===== config.mk =====
export PLATFORM = sky130hd
export DESIGN_NAME = sequence_gap_monitor
export DESIGN_NICKNAME = d
export VERILOG_FILES = /design/src/sgm_pkg.sv /design/src/sequence_gap_monitor.sv
export SDC_FILE = /design/constraint.sdc
export NUM_CORES = 2
export LEC_CHECK = 0
export ABC_CLOCK_PERIOD_IN_PS = 12200
export BUFFER_PORTS_ARGS = -buffer_cell sky130_fd_sc_hd__buf_2
export CAP_MARGIN = 20
export CELL_PAD_IN_SITES_DETAIL_PLACEMENT = 0
export CELL_PAD_IN_SITES_GLOBAL_PLACEMENT = 1
export CORE_MARGIN = 4
export CORE_UTILIZATION = 35
export CTS_BUF_LIST = sky130_fd_sc_hd__clkbuf_4
export DETAILED_ROUTE_END_ITERATION = 8
export GPL_ROUTABILITY_DRIVEN = 0
export PLACE_DENSITY = 0.63
export SYNTH_ARGS = -nofsm -noshare
export SYNTH_HDL_FRONTEND = slang
export SYNTH_SLANG_ARGS = --single-unit

===== constraint.sdc =====
create_clock -name i_clk -period 12.2 [get_ports i_clk]
set_clock_uncertainty 0.1 [all_clocks]
set_input_delay 3.66 -clock i_clk [delete_from_list [all_inputs] [get_ports i_clk]]
set_output_delay 3.66 -clock i_clk [all_outputs]
set_load 0.02 [all_outputs]

===== src/sgm_pkg.sv =====
// Shared constants for the sequence gap monitor.
`timescale 1ns / 1ps
`default_nettype none

package sgm_pkg;

    // Fixed field widths
    localparam int OP_BITS    = 2;
    localparam int FRAME_BITS = 32;
    localparam int IDX_BITS   = 5;
    localparam int STAT_BITS  = 64;
    localparam int SEQ_BITS   = 31;

    // Default counter width
    localparam int COUNT_BITS_DEF = 64;

    // Histogram memory geometry
    localparam int NUM_BINS = 9;
    localparam int BIN_BITS = 4;

    // Operation codes
    localparam logic [OP_BITS-1:0] OP_REQUEST = 2'd0;
    localparam logic [OP_BITS-1:0] OP_READY   = 2'd1;
    localparam logic [OP_BITS-1:0] OP_READ    = 2'd2;

    // Statistic indexes
    localparam logic [IDX_BITS-1:0] STAT_REQUEST   = 5'd0;
    localparam logic [IDX_BITS-1:0] STAT_READY     = 5'd1;
    localparam logic [IDX_BITS-1:0] STAT_SEEN      = 5'd2;
    localparam logic [IDX_BITS-1:0] STAT_FIRST     = 5'd3;
    localparam logic [IDX_BITS-1:0] STAT_LAST      = 5'd4;
    localparam logic [IDX_BITS-1:0] STAT_STEP      = 5'd5;
    localparam logic [IDX_BITS-1:0] STAT_DUP       = 5'd6;
    localparam logic [IDX_BITS-1:0] STAT_BACK_JUMP = 5'd7;
    localparam logic [IDX_BITS-1:0] STAT_FWD_JUMP  = 5'd8;
    localparam logic [IDX_BITS-1:0] STAT_DISORDER  = 5'd9;
    localparam logic [IDX_BITS-1:0] STAT_MAX_FWD   = 5'd10;
    localparam logic [IDX_BITS-1:0] STAT_MAX_BACK  = 5'd11;
    localparam logic [IDX_BITS-1:0] STAT_HIST_BASE = 5'd12;
    localparam logic [IDX_BITS-1:0] STAT_HIST_LAST = 5'd20;

    // Histogram bin codes
    localparam logic [BIN_BITS-1:0] BIN_SAME      = 4'd0;
    localparam logic [BIN_BITS-1:0] BIN_BACK_BASE = 4'd4;
    localparam logic [BIN_BITS-1:0] BIN_LAST      = 4'd8;

    // Gap magnitude class limits
    localparam logic [SEQ_BITS-1:0] GAP_ONE   = 31'd1;
    localparam logic [SEQ_BITS-1:0] GAP_SMALL = 31'd5;
    localparam logic [SEQ_BITS-1:0] GAP_MID   = 31'd30;

    // Bin offset (1..4) for a nonzero gap magnitude
    function automatic logic [BIN_BITS-1:0] gap_class(input logic [SEQ_BITS-1:0] mag);
        logic [BIN_BITS-1:0] cls;
        if (mag == GAP_ONE) begin
            cls = 4'd1;
        end else if (mag <= GAP_SMALL) begin
            cls = 4'd2;
        end else if (mag <= GAP_MID) begin
            cls = 4'd3;
        end else begin
            cls = 4'd4;
        end
        return cls;
    endfunction

endpackage

`default_nettype wire


===== src/sequence_gap_monitor.sv =====
// Sequence gap monitor: order statistics over a stream of sequence numbers.
`timescale 1ns / 1ps
`default_nettype none

// Channel  | Dir | Handshake                  | Words
// ---------+-----+----------------------------+-------------------------------------
// input    | in  | i_in_valid / o_in_stall    | operation, frame_number, stat_index
// output   | out | o_out_valid / i_out_stall  | stat_value (reads only)
//
// One word per cycle. Scalar counters update at the accept edge; the gap
// histogram lives in a 9-entry memory with a registered read, so a bin is read
// at accept and written back in the following cycle, with a write-to-read bypass.
// A read word returns its statistic through the stage 1 and output registers.
// Reset (synchronous, active low) clears all scalar counters and the bin valid bits.
// Input stalls only while a read result is waiting and the output is stalled.
module sequence_gap_monitor #(
    parameter int COUNT_BITS = sgm_pkg::COUNT_BITS_DEF
) (
    input  wire                                   i_clk,
    input  wire                                   i_rst_n,
    input  wire                                   i_in_valid,
    output logic                                  o_in_stall,
    input  wire  [sgm_pkg::OP_BITS-1:0]           i_operation,
    input  wire  signed [sgm_pkg::FRAME_BITS-1:0] i_frame_number,
    input  wire  [sgm_pkg::IDX_BITS-1:0]          i_stat_index,
    output logic                                  o_out_valid,
    input  wire                                   i_out_stall,
    output logic [sgm_pkg::STAT_BITS-1:0]         o_stat_value
);

    localparam int SB = sgm_pkg::SEQ_BITS;
    localparam int BB = sgm_pkg::BIN_BITS;

    typedef logic [COUNT_BITS-1:0] t_count;

    // Saturating increment
    function automatic t_count bump(input t_count c);
        return (c == '1) ? c : c + t_count'(1);
    endfunction

    // Scalar state
    t_count        r_request_count, r_ready_count, r_step_count, r_dup_count;
    t_count        r_back_jump_count, r_fwd_jump_count, r_disorder_count;
    logic          r_seen_any;
    logic [SB-1:0] r_first_seq, r_prev_seq, r_largest_fwd_gap, r_largest_back_gap;

    // Histogram memory and its valid bits
    t_count                        r_hist_mem [sgm_pkg::NUM_BINS];
    logic [sgm_pkg::NUM_BINS-1:0]  r_bin_valid;

    // Stage 1 registers
    logic          r_s1_valid, r_s1_read, r_s1_hist, r_s1_bump;
    logic [BB-1:0] r_s1_addr;
    logic [sgm_pkg::STAT_BITS-1:0] r_s1_scalar;
    t_count        r_rd_data;
    logic          r_rd_valid;

    // Output register
    logic                          r_out_valid;
    logic [sgm_pkg::STAT_BITS-1:0] r_out_value;

    // Handshake
    logic s1_hold, accept;
    assign s1_hold    = r_s1_valid && r_s1_read && r_out_valid && i_out_stall;
    assign o_in_stall = s1_hold;
    assign accept     = i_in_valid && !s1_hold;

    // Request decode and gap classification
    logic          is_req, is_ready, is_read;
    logic [SB-1:0] seq, fwd_mag, back_mag;
    logic          seq_gt, seq_eq;
    logic [BB-1:0] req_bin;
    assign is_req   = accept && (i_operation == sgm_pkg::OP_REQUEST) && !i_frame_number[31];
    assign is_ready = accept && (i_operation == sgm_pkg::OP_READY);
    assign is_read  = accept && (i_operation == sgm_pkg::OP_READ);
    assign seq      = i_frame_number[SB-1:0];
    assign fwd_mag  = seq - r_prev_seq;
    assign back_mag = r_prev_seq - seq;
    assign seq_gt   = seq > r_prev_seq;
    assign seq_eq   = seq == r_prev_seq;

    always_comb begin
        priority if (seq_eq) begin
            req_bin = sgm_pkg::BIN_SAME;
        end else if (seq_gt) begin
            req_bin = sgm_pkg::gap_class(fwd_mag);
        end else begin
            req_bin = sgm_pkg::BIN_BACK_BASE + sgm_pkg::gap_class(back_mag);
        end
    end

    // Histogram read address for a read word
    logic [sgm_pkg::IDX_BITS-1:0] idx_off;
    logic                         idx_hist;
    assign idx_off  = i_stat_index - sgm_pkg::STAT_HIST_BASE;
    assign idx_hist = (i_stat_index >= sgm_pkg::STAT_HIST_BASE)
                   && (i_stat_index <= sgm_pkg::STAT_HIST_LAST);

    logic          hist_rd_en, hist_bump;
    logic [BB-1:0] rd_addr;
    assign hist_bump  = is_req && r_seen_any;
    assign hist_rd_en = hist_bump || (is_read && idx_hist);
    assign rd_addr    = hist_bump ? req_bin : idx_off[BB-1:0];

    // Scalar read mux (state before this word)
    logic [sgm_pkg::STAT_BITS-1:0] scalar_val;
    always_comb begin
        unique case (i_stat_index)
            sgm_pkg::STAT_REQUEST:   scalar_val = sgm_pkg::STAT_BITS'(r_request_count);
            sgm_pkg::STAT_READY:     scalar_val = sgm_pkg::STAT_BITS'(r_ready_count);
            sgm_pkg::STAT_SEEN:      scalar_val = sgm_pkg::STAT_BITS'(r_seen_any);
            sgm_pkg::STAT_FIRST:     scalar_val = sgm_pkg::STAT_BITS'(r_first_seq);
            sgm_pkg::STAT_LAST:      scalar_val = sgm_pkg::STAT_BITS'(r_prev_seq);
            sgm_pkg::STAT_STEP:      scalar_val = sgm_pkg::STAT_BITS'(r_step_count);
            sgm_pkg::STAT_DUP:       scalar_val = sgm_pkg::STAT_BITS'(r_dup_count);
            sgm_pkg::STAT_BACK_JUMP: scalar_val = sgm_pkg::STAT_BITS'(r_back_jump_count);
            sgm_pkg::STAT_FWD_JUMP:  scalar_val = sgm_pkg::STAT_BITS'(r_fwd_jump_count);
            sgm_pkg::STAT_DISORDER:  scalar_val = sgm_pkg::STAT_BITS'(r_disorder_count);
            sgm_pkg::STAT_MAX_FWD:   scalar_val = sgm_pkg::STAT_BITS'(r_largest_fwd_gap);
            sgm_pkg::STAT_MAX_BACK:  scalar_val = sgm_pkg::STAT_BITS'(r_largest_back_gap);
            default:                 scalar_val = '0;
        endcase
    end

    // Scalar counters, updated at accept
    always_ff @(posedge i_clk) begin
        if (!i_rst_n) begin
            r_request_count    <= '0;
            r_ready_count      <= '0;
            r_step_count       <= '0;
            r_dup_count        <= '0;
            r_back_jump_count  <= '0;
            r_fwd_jump_count   <= '0;
            r_disorder_count   <= '0;
            r_seen_any         <= 1'b0;
            r_first_seq        <= '0;
            r_prev_seq         <= '0;
            r_largest_fwd_gap  <= '0;
            r_largest_back_gap <= '0;
        end else begin
            if (is_ready) begin
                r_ready_count <= bump(r_ready_count);
            end
            if (is_req) begin
                r_request_count <= bump(r_request_count);
                r_prev_seq      <= seq;
                if (!r_seen_any) begin
                    r_seen_any  <= 1'b1;
                    r_first_seq <= seq;
                end else if (seq_eq) begin
                    r_dup_count <= bump(r_dup_count);
                end else if (seq_gt) begin
                    if (fwd_mag == sgm_pkg::GAP_ONE) begin
                        r_step_count <= bump(r_step_count);
                    end else begin
                        r_fwd_jump_count <= bump(r_fwd_jump_count);
                    end
                    if (fwd_mag > r_largest_fwd_gap) begin
                        r_largest_fwd_gap <= fwd_mag;
                    end
                end else begin
                    r_back_jump_count <= bump(r_back_jump_count);
                    r_disorder_count  <= bump(r_disorder_count);
                    if (back_mag > r_largest_back_gap) begin
                        r_largest_back_gap <= back_mag;
                    end
                end
            end
        end
    end

    // Histogram write-back from stage 1
    logic   wr_en;
    t_count cur_bin, wr_data;
    assign cur_bin = r_rd_valid ? r_rd_data : '0;
    assign wr_data = bump(cur_bin);
    assign wr_en   = r_s1_valid && r_s1_bump;

    always_ff @(posedge i_clk) begin
        if (wr_en) begin
            r_hist_mem[r_s1_addr] <= wr_data;
        end
    end

    // Histogram read with bypass of a same-cycle write
    always_ff @(posedge i_clk) begin
        if (hist_rd_en) begin
            if (wr_en && (r_s1_addr == rd_addr)) begin
                r_rd_data <= wr_data;
            end else begin
                r_rd_data <= r_hist_mem[rd_addr];
            end
        end
    end

    // Bin valid bits, read alongside the memory
    always_ff @(posedge i_clk) begin
        if (!i_rst_n) begin
            r_bin_valid <= '0;
            r_rd_valid  <= 1'b0;
        end else begin
            if (wr_en) begin
                r_bin_valid[r_s1_addr] <= 1'b1;
            end
            if (hist_rd_en) begin
                r_rd_valid <= r_bin_valid[rd_addr] || (wr_en && (r_s1_addr == rd_addr));
            end
        end
    end

    // Stage 1 control
    always_ff @(posedge i_clk) begin
        if (!i_rst_n) begin
            r_s1_valid <= 1'b0;
        end else if (!s1_hold) begin
            r_s1_valid <= hist_bump || is_read;
        end
    end

    always_ff @(posedge i_clk) begin
        if (!s1_hold) begin
            r_s1_read   <= is_read;
            r_s1_hist   <= is_read && idx_hist;
            r_s1_bump   <= hist_bump;
            r_s1_addr   <= rd_addr;
            r_s1_scalar <= scalar_val;
        end
    end

    // Output register
    logic s1_out;
    assign s1_out = r_s1_valid && r_s1_read && !s1_hold;

    always_ff @(posedge i_clk) begin
        if (!i_rst_n) begin
            r_out_valid <= 1'b0;
        end else if (s1_out) begin
            r_out_valid <= 1'b1;
        end else if (!i_out_stall) begin
            r_out_valid <= 1'b0;
        end
    end

    always_ff @(posedge i_clk) begin
        if (s1_out) begin
            r_out_value <= r_s1_hist ? sgm_pkg::STAT_BITS'(cur_bin) : r_s1_scalar;
        end
    end

    assign o_out_valid  = r_out_valid;
    assign o_stat_value = r_out_value;

    // Checks
    a_stall_needs_full: assert property (@(posedge i_clk) disable iff (!i_rst_n)
        o_in_stall |-> (o_out_valid && r_s1_valid && r_s1_read))
        else $error("input stalled without a waiting read result");

    a_wr_addr_range: assert property (@(posedge i_clk) disable iff (!i_rst_n)
        wr_en |-> (r_s1_addr <= sgm_pkg::BIN_LAST))
        else $error("histogram write outside bin range");

    a_back_eq_disorder: assert property (@(posedge i_clk) disable iff (!i_rst_n)
        r_back_jump_count == r_disorder_count)
        else $error("back jump and disorder counts diverged");

    a_first_sets_seen: assert property (@(posedge i_clk) disable iff (!i_rst_n)
        (is_req && !r_seen_any) |=> (r_seen_any && (r_first_seq == r_prev_seq)))
        else $error("first request not recorded");

    a_write_marks_valid: assert property (@(posedge i_clk) disable iff (!i_rst_n)
        wr_en |=> r_bin_valid[$past(r_s1_addr)])
        else $error("written bin not marked valid");

endmodule

`default_nettype wire

==> flow_metrics.py <==
metrics = {
    "synth": {
        "ys_seq_area_frac": 0.543,
        "syn-cell-area_sq_um": 64400,
        "avgSynthCellArea_sq_um": 10.0,
        "synth_ff_type": "edfxtp_1",
        "synth_seq_cells": 1360,
        "synth-edff-count": 775,
        "synthCells": 6433,
        "synth_cell_type_count": 95,
        "synth_nets": 6611,
        "async_reset_ff_frac": 0,
        "ys_warn_count": 0,
    },
    "clocking": {
        "cts_tree": "done",
        "htreeDepth": 5,
        "root_buffer": "clkbuf_4",
        "cts_hold_buf": 0,
        "cts_made_buffers": 384,
        "numClockSinks": 1360,
        "clk_pin_slew_ns": 0.06,
        "cts_resized": 0,
        "clock_latency_ns": 1.33,
        "cts_max_path_buffers": 4,
        "cts_setup_buffers": 0,
    },
    "floorplanning": {
        "initial_core_util": 0.352,
        "core_area_sq_um": 183000,
        "row_count": 157,
        "io_pins": 109,
        "die-area_sq_um": 191000,
        "fp.dieH_um": 437,
        "fp.dieW_um": 437,
    },
    "global_route": {
        "first_global_vias": 49200,
        "grt-ovfl-total": 0,
        "antenna_found_initial": 7,
        "grt_max_degree": 200,
        "grtUsageTotal": 0.221,
        "grt_pass1_wl_um": 321000,
    },
    "critical_path": {
        "worstPathMaxFanout": 36,
        "endpoint_kind": "flip-flop",
        "worst_path_largest_cell_delay_ns": 0.62,
        "crit_path_start": "i_frame_number[0]",
        "required_ns": 13.13,
        "rrSetupSlack_ns": 4.49,
        "crit_path_start_kind": "input pin",
        "critical_path.slowest_cell": "or4b_1",
        "cp_common_cell": "a211oi_1",
        "critical_path_class": "in2reg",
        "cp.depth": 20,
        "rr_endpoint": "r_rd_data[29]$_DFFE_PP_",
        "reg2reg_depth": 20,
        "critPathArrivalTime_ns": 10.69,
        "r2r-start": "r_prev_seq[0]$_SDFFE_PN0P_",
        "endpoint": "r_rd_data[29]$_DFFE_PP_",
        "worst-path-buf-inv": 4,
        "crit_family": "simple AND/OR/NAND/NOR gates",
        "worstPathCellList": "buf_2, ha_1, inv_1, fa_1, nand3_1, a211oi_1, a211oi_1, xnor2_1, or4_1, or4b_1, or4b_1, or3b_4, nor2_2, o21a_4, inv_2, nor3_4, buf_4, o2bb2ai_1, a211oi_1, mux2_4",
    },
    "status": {
        "status": "finished, violations left",
        "failed_checks": "design-rule violations",
    },
    "drt": {
        "ant_nets": 0,
        "drt_pass1_iterations": 9,
        "route.detailed.drc": 4,
        "vias": 51400,
        "drt-total-wl_um": 217000,
        "first_iter_violations": 4978,
        "viasPerCell": 5.44,
        "wl_per_cell_um": 23.0,
    },
    "layout": {
        "nFillCells": 18400,
        "drive_above_1_share": 0.127,
        "syn_to_final_growth_pct": 12.5,
        "nets": 6862,
        "final_cells": 9437,
    },
    "sta": {
        "min_period_ns": 9.76,
        "timing.slew.headroom": 0.260,
        "fin_setup_tns_ns": 0,
        "rsz0062_at_grt": "false",
        "worst-slew-pin-transition_ns": 1.11,
        "slew_violations": 0,
        "finalSetupViolCount": 0,
        "fin_crit_sh": 0.800,
        "fmax_ghz": 0.102,
        "hold_viol_final": 0,
    },
    "run": {
        "maxCapViolations": 0,
    },
    "placement": {
        "io_buffers": 108,
        "hpwl_um": 147000,
        "dp.cells": 8760,
    },
    "min_path": {
        "hold_path.class": "reg2reg",
    },
    "pwr": {
        "ir_worst_vdd_uv": 91.0,
        "powerDensity_nw_per_um2": 133,
        "cellLeakagePower_uw": 0.0253,
    },
}
[metrics by stage]
step / hold WS (ns) / total power [uW] / utilization / setup WS, ns / instance area [sq um]
3_3_place_gp: 0.343 / 5500 / 0.369 / 1.38 / 67500
6_report: 0.358 / 9670 / 0.396 / 2.44 / 72500
5_1_grt: 0.379 / 10100 / 0.396 / 2.24 / 72500
3_5_place_dp: 0.349 / 5500 / 0.369 / 1.20 / 67600
4_1_cts: 0.358 / 9810 / 0.396 / 2.65 / 72400
2_1_floorplan: 0.333 / 5310 / - / 1.90 / 64400
[layout by cell type, fill, tap and decap left out, drive strengths merged, types with 14 or more instances in the layout]
cell type  instances
nor3              76
or2               14
nand3            347
and4              52
nand4            189
a22oi            126
or3              116
clkbuf           588
a32oi             74
xor2             297
o21ai            286
clkinv            72
a21o              30
a211oi            14
mux2i            156
a31oi             69
and3             137
nor2             735
inv              289
nand2b            40
nand2            784
a222oi            95
buf              191
o21a              27
and2              59
edfxtp           775
xnor2            153
nor2b             20
or4               14
ha               133
nor4              30
dfxtp            585
a21oi            241
[worst min-delay path, stage by stage (launching register included)]
cell	delay (ns)
dfxtp_1	0.31
nand2_1	0.05
a21oi_1	0.05
[worst min-delay path by stage]
stage	start	to	slack, ns	cells past startpoint
after floorplan	r_first_seq[0]$_SDFFE_PN0P_	r_first_seq[0]$_SDFFE_PN0P_	0.33	2
after global placement	r_first_seq[17]$_SDFFE_PN0P_	r_first_seq[17]$_SDFFE_PN0P_	0.34	2
after detailed placement	r_first_seq[25]$_SDFFE_PN0P_	r_first_seq[25]$_SDFFE_PN0P_	0.35	2
after CTS	r_first_seq[24]$_SDFFE_PN0P_	r_first_seq[24]$_SDFFE_PN0P_	0.36	2
after global routing	r_first_seq[3]$_SDFFE_PN0P_	r_first_seq[3]$_SDFFE_PN0P_	0.38	2
final	r_first_seq[13]$_SDFFE_PN0P_	r_first_seq[13]$_SDFFE_PN0P_	0.36	2
[cell families (layout without fill, tap and decap cells)]
group / count (synthesis) / count (layout) / share of synthesized area
XOR/XNOR: 450 / 450 / 0.0612
AO/OA/AOI/OAI: 1066 / 1066 / 0.111
AND/OR/NAND/NOR: 2641 / 2641 / 0.194
flip-flops: 1360 / 1360 / 0.543
adder cells (fa/ha/maj): 135 / 135 / 0.0265
multiplexers: 167 / 167 / 0.0266
other: 0 / 7 / 0
buffers and inverters: 614 / 1147 / 0.0381
[metal layers]
| layer | wire length (um) | GRT usage | vias to the layer above |
|---|---|---|---|
| met2 | 103000 | 0.363 | 1757 |
| met3 | 13200 | 0.0362 | 350 |
| met5 | 0 | 0 | - |
| met1 | 94400 | 0.296 | 25300 |
| li1 | - | - | 24000 |
| met4 | 6480 | 0.0758 | 0 |
[power by group]
group / total, uW / switching [uW] / leakage [uW] / internal, uW
clock network: 4260 / 1960 / 0.00293 / 2300
registers: 4860 / 24.8 / 0.0119 / 4830
logic: 554 / 387 / 0.0104 / 167
[final cells by class]
cell class	instances	area (sq um)	share of cell area
Antenna cell	7	17.5	0.000242
Timing Repair Buffer	192	1250	0.0173
Inverter	287	1090	0.0151
Sequential cell	1360	35000	0.483
Clock inverter	81	474	0.00654
Clock buffer	587	4410	0.0608
Multi-Input combinational cell	4459	27200	0.375
Tap cell	2464	3080	0.0425
[synthesized netlist by cell type (26+ instances only)]
library cell | instances | area share
a21o_1 | 30 | 0.0035
edfxtp_1 | 775 | 0.36
and3_1 | 137 | 0.013
inv_1 | 283 | 0.016
dfxtp_1 | 585 | 0.18
a22oi_1 | 126 | 0.015
a31oi_1 | 69 | 0.0067
mux2i_1 | 156 | 0.024
and4_1 | 52 | 0.0071
nand2b_1 | 40 | 0.0039
ha_1 | 133 | 0.026
o21a_1 | 26 | 0.0030
xor2_1 | 297 | 0.040
a32oi_1 | 74 | 0.010
nor3_1 | 70 | 0.0054
a222oi_1 | 95 | 0.015
o21ai_1 | 36 | 0.0028
or3_1 | 116 | 0.011
and2_1 | 58 | 0.0056
nand3_1 | 347 | 0.027
clkbuf_1 | 254 | 0.015
nand2_1 | 784 | 0.046
xnor2_1 | 153 | 0.021
nor2_1 | 731 | 0.043
nor4_1 | 28 | 0.0027
o21ai_0 | 249 | 0.019
buf_2 | 39 | 0.0030
a21oi_1 | 238 | 0.018
nand4_1 | 188 | 0.018
[registers in the layout (all words and copies together) (netlist names), 4 cells and up]
register / count
o_stat_value: 64
r_back_jump_count: 64
r_bin_valid: 9
r_disorder_count: 64
r_dup_count: 64
r_first_seq: 31
r_fwd_jump_count: 64
r_hist_mem: 576
r_largest_back_gap: 31
r_largest_fwd_gap: 31
r_prev_seq: 31
r_rd_data: 64
r_ready_count: 64
r_request_count: 64
r_s1_addr: 4
r_s1_scalar: 64
r_step_count: 64
Note: power is estimated with default switching activity, not from simulation.
